===== config.mk =====
export PLATFORM = sky130hd
export DESIGN_NAME = polynomial_evaluator
export DESIGN_NICKNAME = d
export VERILOG_FILES = /design/src/rtl/core/poly_pkg.sv /design/src/rtl/core/poly_ram.sv /design/src/rtl/core/polynomial_evaluator.sv
export SDC_FILE = /design/constraint.sdc
export NUM_CORES = 2
export LEC_CHECK = 0
export BUFFER_PORTS_ARGS = -buffer_cell sky130_fd_sc_hd__buf_2
export CORE_UTILIZATION = 65
export DETAILED_ROUTE_END_ITERATION = 7
export HOLD_SLACK_MARGIN = 0.05
export PLACE_DENSITY = 0.85
export SLEW_MARGIN = 5
export SYNTH_ARGS = -nofsm -noshare
export SYNTH_HDL_FRONTEND = slang
export SYNTH_SLANG_ARGS = --single-unit

===== constraint.sdc =====
create_clock -name clock -period 11.6 [get_ports clock]
set_input_delay 2.9 -clock clock [delete_from_list [all_inputs] [get_ports clock]]
set_output_delay 2.9 -clock clock [all_outputs]
set_load 0.02 [all_outputs]

===== src/rtl/core/poly_pkg.sv =====
// ----------------------------------------------------------------------------
// poly_pkg
// Shared constants, codes and helpers of the polynomial evaluator.
// ----------------------------------------------------------------------------
`default_nettype none

package poly_pkg;

   localparam int MAX_DEGREE = 15;
   localparam int COEF_DEPTH = MAX_DEGREE + 1;
   localparam int IDX_W      = (COEF_DEPTH > 1) ? $clog2(COEF_DEPTH) : 1;

   localparam int Q_W        = 32;
   localparam int MOP_W      = Q_W + 1;
   localparam int PROD_W     = Q_W + MOP_W;
   localparam int RND_W      = PROD_W - 16;
   localparam int SUM_W      = RND_W + 1;

   localparam int SQRT_STEPS = 24;
   localparam int SQRT_N_W   = 2 * SQRT_STEPS;
   localparam int SQRT_REM_W = SQRT_STEPS + 4;
   localparam int CNT_W      = 5;

   localparam int REQ_DATA_W = 104;
   localparam int RSP_DATA_W = 40;

   typedef enum logic [2:0] {
      OP_LOAD    = 3'd0,
      OP_P_X     = 3'd1,
      OP_P_SQRT  = 3'd2,
      OP_XB_P_X  = 3'd3,
      OP_P_XPB   = 3'd4
   } op_type;

   typedef enum logic [1:0] {
      STATUS_OK  = 2'd0,
      STATUS_NEG = 2'd1,
      STATUS_SAT = 2'd2
   } status_type;

   typedef enum logic [2:0] {
      ST_IDLE,
      ST_SQRT,
      ST_READ,
      ST_MUL,
      ST_ADD,
      ST_FMUL,
      ST_FADD,
      ST_DONE
   } state_type;

   typedef struct packed {
      logic [Q_W-1:0] value;
      logic           flag;
   } sat_type;

   function automatic sat_type sat32(input logic signed [SUM_W-1:0] v);
      sat_type r;
      if (v > SUM_W'(signed'(64'sh7FFF_FFFF))) begin
         r.value = 32'h7FFF_FFFF;
         r.flag  = 1'b1;
      end else if (v < SUM_W'(signed'(-64'sh8000_0000))) begin
         r.value = 32'h8000_0000;
         r.flag  = 1'b1;
      end else begin
         r.value = v[Q_W-1:0];
         r.flag  = 1'b0;
      end
      return r;
   endfunction

endpackage

`default_nettype wire


===== src/rtl/core/poly_ram.sv =====
// ----------------------------------------------------------------------------
// poly_ram
// Generic single-write, single-read RAM with registered read data.
// ----------------------------------------------------------------------------
`default_nettype none

module poly_ram #(
   parameter int WIDTH = 32,
   parameter int DEPTH = 16
) (
   input  wire logic                             clock,
   input  wire logic                             wr_en,
   input  wire logic [$clog2(DEPTH)-1:0]         wr_addr,
   input  wire logic [WIDTH-1:0]                 wr_data,
   input  wire logic [$clog2(DEPTH)-1:0]         rd_addr,
   output logic      [WIDTH-1:0]                 rd_data
);

   logic [WIDTH-1:0] mem_ff [DEPTH];

   always_ff @(posedge clock) begin
      if (wr_en) begin
         mem_ff[wr_addr] <= wr_data;
      end
      rd_data <= mem_ff[rd_addr];
   end

endmodule

`default_nettype wire


===== src/rtl/core/polynomial_evaluator.sv =====
// load item: writes one coefficient, no result
// p(x) and p(x+b): READ, then MUL and ADD for each coefficient, then DONE to the result register
// p(sqrt x): the bit-serial root (SQRT) runs first; (x-b)p(x): FMUL and FADD follow
// one item at a time; each coefficient goes through the shared multiplier (MUL, then ADD)
// synchronous active-high reset clears degree, the coefficient valid bits and the valid flag of the output
// ----------------------------------------------------------------------------
// polynomial_evaluator
// Horner evaluation of a Q16.16 polynomial held in a coefficient RAM.
// ----------------------------------------------------------------------------
`default_nettype none

module polynomial_evaluator
   import poly_pkg::*;
(
   input  wire logic                  clock,
   input  wire logic                  reset,
   input  wire logic                  csr_write_enable,
   input  wire logic [3:0]            csr_write_data,
   input  wire logic                  req_tvalid,
   output logic                       req_tready,
   // op[2:0], coef_index[6:3], coef_value[38:7], x_value[70:39], b_value[102:71]
   input  wire logic [REQ_DATA_W-1:0] req_tdata,
   output logic                       rsp_tvalid,
   input  wire logic                  rsp_tready,
   // result_value[31:0], status[33:32]
   output logic [RSP_DATA_W-1:0]      rsp_tdata
);

   state_type                state_ff, state_in;
   logic [3:0]               degree_ff;
   logic [COEF_DEPTH-1:0]    valid_ff, valid_in;
   logic [2:0]               op_ff, op_in;
   logic [IDX_W-1:0]         idx_ff, idx_in;
   logic [CNT_W-1:0]         cnt_ff, cnt_in;
   logic signed [MOP_W-1:0]  mop_ff, mop_in;
   logic signed [MOP_W-1:0]  diff_ff, diff_in;
   logic signed [Q_W-1:0]    acc_ff, acc_in;
   logic signed [PROD_W-1:0] prod_ff, prod_in;
   logic signed [Q_W-1:0]    coef_ff, coef_in;
   logic [SQRT_N_W-1:0]      sq_n_ff, sq_n_in;
   logic [SQRT_REM_W-1:0]    sq_rem_ff, sq_rem_in;
   logic [SQRT_STEPS-1:0]    sq_root_ff, sq_root_in;
   logic                     flag_ff, flag_in;
   logic                     neg_ff, neg_in;
   logic                     rd_valid_ff;
   logic                     rsp_valid_ff, rsp_valid_in;
   logic [Q_W-1:0]           rsp_value_ff, rsp_value_in;
   logic [1:0]               rsp_status_ff, rsp_status_in;

   logic [2:0]               req_op;
   logic [3:0]               req_index;
   logic signed [Q_W-1:0]    req_coef;
   logic signed [Q_W-1:0]    req_x;
   logic signed [Q_W-1:0]    req_b;
   logic                     req_accept;
   logic                     out_free;
   logic [IDX_W-1:0]         top_idx;
   logic [IDX_W-1:0]         rd_addr;
   logic [Q_W-1:0]           ram_q;
   logic                     ram_we;
   logic signed [MOP_W-1:0]  mul_b;
   logic signed [PROD_W-1:0] rnd_full;
   logic signed [SUM_W-1:0]  step_sum;
   logic signed [SUM_W-1:0]  xpb_sum;
   sat_type                  step_sat;
   sat_type                  xpb_sat;
   logic [SQRT_REM_W-1:0]    sq_shift;
   logic [SQRT_REM_W-1:0]    sq_trial;

   assign req_op     = req_tdata[2:0];
   assign req_index  = req_tdata[6:3];
   assign req_coef   = req_tdata[38:7];
   assign req_x      = req_tdata[70:39];
   assign req_b      = req_tdata[102:71];

   assign req_tready = (state_ff == ST_IDLE);
   assign req_accept = req_tvalid && req_tready;
   assign out_free   = !rsp_valid_ff || rsp_tready;

   assign rsp_tvalid = rsp_valid_ff;
   assign rsp_tdata  = {6'd0, rsp_status_ff, rsp_value_ff};

   assign top_idx = (32'(degree_ff) > MAX_DEGREE) ? IDX_W'(MAX_DEGREE) : IDX_W'(degree_ff);
   assign rd_addr = (state_ff == ST_ADD) ? idx_ff - IDX_W'(1) : idx_ff;
   assign ram_we  = req_accept && (req_op == OP_LOAD) && (32'(req_index) <= MAX_DEGREE);

   poly_ram #(
      .WIDTH (Q_W),
      .DEPTH (COEF_DEPTH)
   ) u_coef_ram (
      .clock   (clock),
      .wr_en   (ram_we),
      .wr_addr (IDX_W'(req_index)),
      .wr_data (req_coef),
      .rd_addr (rd_addr),
      .rd_data (ram_q)
   );

   // datapath helpers
   assign mul_b    = (state_ff == ST_FMUL) ? diff_ff : mop_ff;
   assign prod_in  = acc_ff * mul_b;
   assign rnd_full = prod_ff + PROD_W'(signed'(33'sh8000));
   assign step_sum = SUM_W'(signed'(rnd_full[PROD_W-1:16])) + SUM_W'(coef_ff);
   assign step_sat = sat32(step_sum);
   assign xpb_sum  = SUM_W'(req_x) + SUM_W'(req_b);
   assign xpb_sat  = sat32(xpb_sum);
   assign sq_shift = {sq_rem_ff[SQRT_REM_W-3:0], sq_n_ff[SQRT_N_W-1 -: 2]};
   assign sq_trial = SQRT_REM_W'({sq_root_ff, 2'b01});

   // next state
   always_comb begin
      state_in = state_ff;
      case (state_ff)
         ST_IDLE: begin
            if (req_accept) begin
               case (req_op)
                  OP_P_X, OP_XB_P_X, OP_P_XPB: state_in = ST_READ;
                  OP_P_SQRT: state_in = req_x[Q_W-1] ? ST_DONE : ST_SQRT;
                  default: state_in = ST_IDLE;
               endcase
            end
         end
         ST_SQRT: begin
            if (cnt_ff == CNT_W'(SQRT_STEPS - 1)) begin
               state_in = ST_READ;
            end
         end
         ST_READ: state_in = ST_MUL;
         ST_MUL:  state_in = ST_ADD;
         ST_ADD: begin
            if (idx_ff == '0) begin
               state_in = (op_ff == OP_XB_P_X) ? ST_FMUL : ST_DONE;
            end else begin
               state_in = ST_MUL;
            end
         end
         ST_FMUL: state_in = ST_FADD;
         ST_FADD: state_in = ST_DONE;
         ST_DONE: begin
            if (out_free) begin
               state_in = ST_IDLE;
            end
         end
         default: state_in = ST_IDLE;
      endcase
   end

   // datapath and output control
   always_comb begin
      valid_in      = valid_ff;
      op_in         = op_ff;
      idx_in        = idx_ff;
      cnt_in        = cnt_ff;
      mop_in        = mop_ff;
      diff_in       = diff_ff;
      acc_in        = acc_ff;
      coef_in       = coef_ff;
      sq_n_in       = sq_n_ff;
      sq_rem_in     = sq_rem_ff;
      sq_root_in    = sq_root_ff;
      flag_in       = flag_ff;
      neg_in        = neg_ff;
      rsp_valid_in  = rsp_valid_ff && !rsp_tready;
      rsp_value_in  = rsp_value_ff;
      rsp_status_in = rsp_status_ff;
      case (state_ff)
         ST_IDLE: begin
            if (req_accept) begin
               op_in      = req_op;
               idx_in     = top_idx;
               cnt_in     = '0;
               acc_in     = '0;
               flag_in    = 1'b0;
               neg_in     = req_x[Q_W-1];
               diff_in    = MOP_W'(req_x) - MOP_W'(req_b);
               sq_n_in    = {req_x, 16'd0};
               sq_rem_in  = '0;
               sq_root_in = '0;
               if (req_op == OP_P_XPB) begin
                  mop_in  = MOP_W'(signed'(xpb_sat.value));
                  flag_in = xpb_sat.flag;
               end else begin
                  mop_in  = MOP_W'(req_x);
               end
               if (ram_we) begin
                  valid_in[IDX_W'(req_index)] = 1'b1;
               end
            end
         end
         ST_SQRT: begin
            cnt_in  = cnt_ff + CNT_W'(1);
            sq_n_in = {sq_n_ff[SQRT_N_W-3:0], 2'b00};
            if (sq_shift >= sq_trial) begin
               sq_rem_in  = sq_shift - sq_trial;
               sq_root_in = {sq_root_ff[SQRT_STEPS-2:0], 1'b1};
            end else begin
               sq_rem_in  = sq_shift;
               sq_root_in = {sq_root_ff[SQRT_STEPS-2:0], 1'b0};
            end
            mop_in = MOP_W'(sq_root_in);
         end
         ST_MUL: begin
            coef_in = rd_valid_ff ? ram_q : '0;
         end
         ST_ADD: begin
            acc_in  = step_sat.value;
            flag_in = flag_ff || step_sat.flag;
            idx_in  = idx_ff - IDX_W'(1);
         end
         ST_FMUL: begin
            coef_in = '0;
         end
         ST_FADD: begin
            acc_in  = step_sat.value;
            flag_in = flag_ff || step_sat.flag;
         end
         ST_DONE: begin
            if (out_free) begin
               rsp_valid_in = 1'b1;
               if (neg_ff && (op_ff == OP_P_SQRT)) begin
                  rsp_value_in  = '0;
                  rsp_status_in = STATUS_NEG;
               end else begin
                  rsp_value_in  = acc_ff;
                  rsp_status_in = flag_ff ? STATUS_SAT : STATUS_OK;
               end
            end
         end
         default: begin
         end
      endcase
   end

   always_ff @(posedge clock) begin
      if (reset) begin
         state_ff     <= ST_IDLE;
         degree_ff    <= '0;
         valid_ff     <= '0;
         rsp_valid_ff <= 1'b0;
      end else begin
         state_ff     <= state_in;
         valid_ff     <= valid_in;
         rsp_valid_ff <= rsp_valid_in;
         if (csr_write_enable) begin
            degree_ff <= csr_write_data;
         end
      end
   end

   always_ff @(posedge clock) begin
      op_ff         <= op_in;
      idx_ff        <= idx_in;
      cnt_ff        <= cnt_in;
      mop_ff        <= mop_in;
      diff_ff       <= diff_in;
      acc_ff        <= acc_in;
      prod_ff       <= prod_in;
      coef_ff       <= coef_in;
      sq_n_ff       <= sq_n_in;
      sq_rem_ff     <= sq_rem_in;
      sq_root_ff    <= sq_root_in;
      flag_ff       <= flag_in;
      neg_ff        <= neg_in;
      rd_valid_ff   <= valid_ff[rd_addr];
      rsp_value_ff  <= rsp_value_in;
      rsp_status_ff <= rsp_status_in;
   end

   a_eval_leaves_idle: assert property (@(posedge clock) disable iff (reset)
      req_accept && (req_op == OP_P_X || req_op == OP_XB_P_X || req_op == OP_P_XPB)
      |=> state_ff != ST_IDLE)
      else $error("evaluate item did not start");

   a_write_only_idle: assert property (@(posedge clock) disable iff (reset)
      ram_we |-> state_ff == ST_IDLE)
      else $error("coefficient write while busy");

   a_sqrt_count: assert property (@(posedge clock) disable iff (reset)
      state_ff == ST_SQRT |-> cnt_ff < CNT_W'(SQRT_STEPS))
      else $error("root step count overrun");

   a_neg_zero: assert property (@(posedge clock) disable iff (reset)
      rsp_valid_ff && rsp_status_ff == STATUS_NEG |-> rsp_value_ff == '0)
      else $error("negative root with nonzero value");

   a_no_overwrite: assert property (@(posedge clock) disable iff (reset)
      rsp_valid_ff && !rsp_tready |=> rsp_valid_ff && $stable(rsp_value_ff))
      else $error("pending result lost");

endmodule

`default_nettype wire

==> results.yml <==
status:
  run_status: "finished with violations"
  violations: "design-rule violations"
setup_path:
  cp-end-kind: "register"
  crit_type: "register to register"
  crit_buf_inv: 4
  critPathMaxFanout: 24
  path_common_cell: "fa_1"
  cpMaxStageDelayCell: "mux2_2"
  required_ps: 12190
  max_stage_delay_ps: 770
  cp-start-kind: "register"
  cp.arrival_ps: 11070
  cp_top_family: "adder cells"
synth:
  syn_area_um2: 77700
  synth_seq_area_share: 0.325
  synth.distinct_cells: 92
  ys_ff_latch: 878
  synth_cells: 6883
  synth-edff-count: 771
  ys_async_sr_fraction: 0
  synth_ff_type: "edfxtp_1"
  avgSynthCellArea_um2: 11.3
  synth_warnings: 0
clocking:
  cts_tree: "built"
  post_cts_buffers: 0
  clock_latency_ps: 760
  cts.sink_count: 878
  cts_buffer_depth: 3
  cts_max_level: 3
  cts_hold_buf: 0
  cts_resized: 0
  clockRootBuffer: "clkbuf_16"
  cts_made_buffers: 91
  clk_pin_slew_worst_paths_ps: 60
sta:
  setup_tns_ps: 0
  fin_crit_ps: 10480
  setup_viol: 0
  clock.fmax_ghz: 0.0954
  post-route-period-util: 0.903
  clock_skew_ps: 100
  relSlewSlack: 0.157
  rsz0062_at_grt: "false"
  worst_slew_pin_slew_ps: 1260
  hold_viol: 0
  slew_viol_final: 0
routing:
  vias: 52750
  vias_per_cell: 6.22
  first_pass_iters: 8
  drc: 4
  ant_nets: 0
  drtIter0Drc: 5099
  wl_per_cell_um: 24.5
  wirelength_um: 208000
placement:
  port_buffers: 147
  place_congestion: 0.981
  place_area_um2: 79900
  dpl.cell_count: 8305
  dp.final_hpwl_um: 144000
finish:
  fin_cells: 8485
  final_cell_mix: "1155 x inv_1, 1114 x fa_1, 771 x edfxtp_1"
  nets: 8413
  final_common_cell: "inv_1"
  fin_util: 0.701
  layout-drive-gt1-share: 0.0924
  stdcell_area_um2: 82900
  syn2layout_area_growth_pct: 6.64
global_routing:
  grt_use_total: 0.355
  grt_max_degree: 105
  antenna_found_initial: 15
  globalRoute.totalOverflow: 0
  grt_pass1_wl_um: 324000
  grt_pass1_vias: 56867
floorplanning:
  design.die.area_um2: 121000
  boundaryPins: 155
  die_y_um: 348
  start_util: 0.657
  row_count: 126
  coreArea_um2: 118000
  dieWidth_um: 348
hold_path:
  hp-class: "register to register"
flow_run:
  maxCapViolations: 0
## registers in the layout, indices dropped and copies added (netlist names), 24 cells and up
signal,flops
diff_ff,33
mop_ff,32
u_coef_ram.rd_data,32
sq_root_ff,24
coef_ff,32
rsp_value_ff,32
u_coef_ram.mem_ff,512
sq_rem_ff,26
acc_ff,32
sq_n_ff,32
prod_ff,50
## kinds of logic after synthesis
kind of cell               after synthesis  share of synthesized area
AOI/OAI and AO/OA                      684                     0.0576
and+or+nand+nor                       1910                      0.120
buffers and inverters                 1505                     0.0739
xor gates and xnor gates               231                     0.0260
muxes                                  229                     0.0566
other                                    1                  0.0000483
DFF                                    878                      0.325
adders and majority gates             1445                      0.340
## worst register-to-register path, stage by stage (launching register included)
cell,delay (ps)
dfxtp_1,570
nand3b_1,710
buf_4,490
mux2_2,770
nand2_1,220
fa_1,570
inv_1,60
fa_1,500
inv_1,50
fa_1,540
inv_1,60
fa_1,550
fa_1,460
fa_1,490
fa_1,510
fa_1,410
ha_1,390
nand3_1,150
nor4_1,440
o21ai_0,150
a21oi_1,520
o2111ai_1,420
a211oi_2,410
nand2_1,90
a31o_2,300
o21ai_1,230
a21oi_1,140
xnor2_1,140
## area by class of cell
class,count,area [um2]
Multi-Input combinational cell,4505,46900
Fill cell,7723,35400
Sequential cell,878,25300
Inverter,1155,4340
Clock buffer,118,2440
Tap cell,1536,1920
Timing Repair Buffer,231,1380
Clock inverter,52,547
Antenna cell,10,25.0
## cells in the mapped netlist (10+ instances only)
| library cell | number | area, um2 |
|---|---|---|
| a21o_1 | 98 | 736 |
| ha_1 | 324 | 4050 |
| and4_1 | 10 | 87.6 |
| o21a_1 | 43 | 323 |
| nand2b_1 | 32 | 200 |
| inv_1 | 1155 | 4340 |
| and2_1 | 526 | 3290 |
| nor2_1 | 300 | 1130 |
| o21ai_1 | 15 | 75.1 |
| o21bai_1 | 23 | 173 |
| a31oi_1 | 17 | 106 |
| nor4_1 | 15 | 93.8 |
| or3_1 | 15 | 93.8 |
| a21oi_1 | 198 | 991 |
| buf_4 | 10 | 75.1 |
| clkbuf_1 | 298 | 1120 |
| nor2b_1 | 55 | 344 |
| nand2_1 | 729 | 2740 |
| and3_1 | 53 | 332 |
| o211ai_1 | 17 | 128 |
| xnor2_1 | 169 | 1480 |
| nand4_1 | 38 | 238 |
| mux2_2 | 31 | 349 |
| or2_2 | 10 | 62.6 |
| buf_2 | 12 | 60.1 |
| fa_1 | 1114 | 22300 |
| xor2_1 | 62 | 543 |
| nand3_1 | 46 | 230 |
| dfxtp_1 | 107 | 2140 |
| edfxtp_1 | 771 | 23200 |
| nor3_1 | 47 | 235 |
| mux2i_1 | 33 | 330 |
| o31ai_1 | 13 | 97.6 |
| mux4_2 | 165 | 3720 |
| buf_1 | 22 | 82.6 |
| o21ai_0 | 124 | 621 |
| a211oi_1 | 17 | 128 |
## metrics by stage
step                hold WS, ps  setup WS [ps]
floorplan                   435           2700
global placement            445           1520
detailed placement          462           1350
CTS                         472           1260
global route                501            630
finish                      470           1120
## per-layer routing
metal / global-route usage / routed length, um / vias to the layer above
met1: 0.438 / 73600 / 26713
met4: 0.181 / 10700 / 16
met2: 0.586 / 102000 / 3153
met3: 0.0855 / 21500 / 709
li1: - / - / 22159
met5: 0 / 100 / -
## worst paths after layout
kind,startpoint,end,slack (ps),cells after the start
worst max register to register,state_ff[0]$_SDFFE_PP0P_,prod_ff[63]$_DFF_P_,1120,27
worst max-delay path,state_ff[0]$_SDFFE_PP0P_,prod_ff[63]$_DFF_P_,1120,27
worst min register to register,valid_ff[0]$_SDFFE_PP0P_,valid_ff[0]$_SDFFE_PP0P_,470,2
worst min-delay path,valid_ff[0]$_SDFFE_PP0P_,valid_ff[0]$_SDFFE_PP0P_,470,2
Power is not shown: default switching activity piles up to over one toggle a cycle in this logic, so the estimate is an artifact.
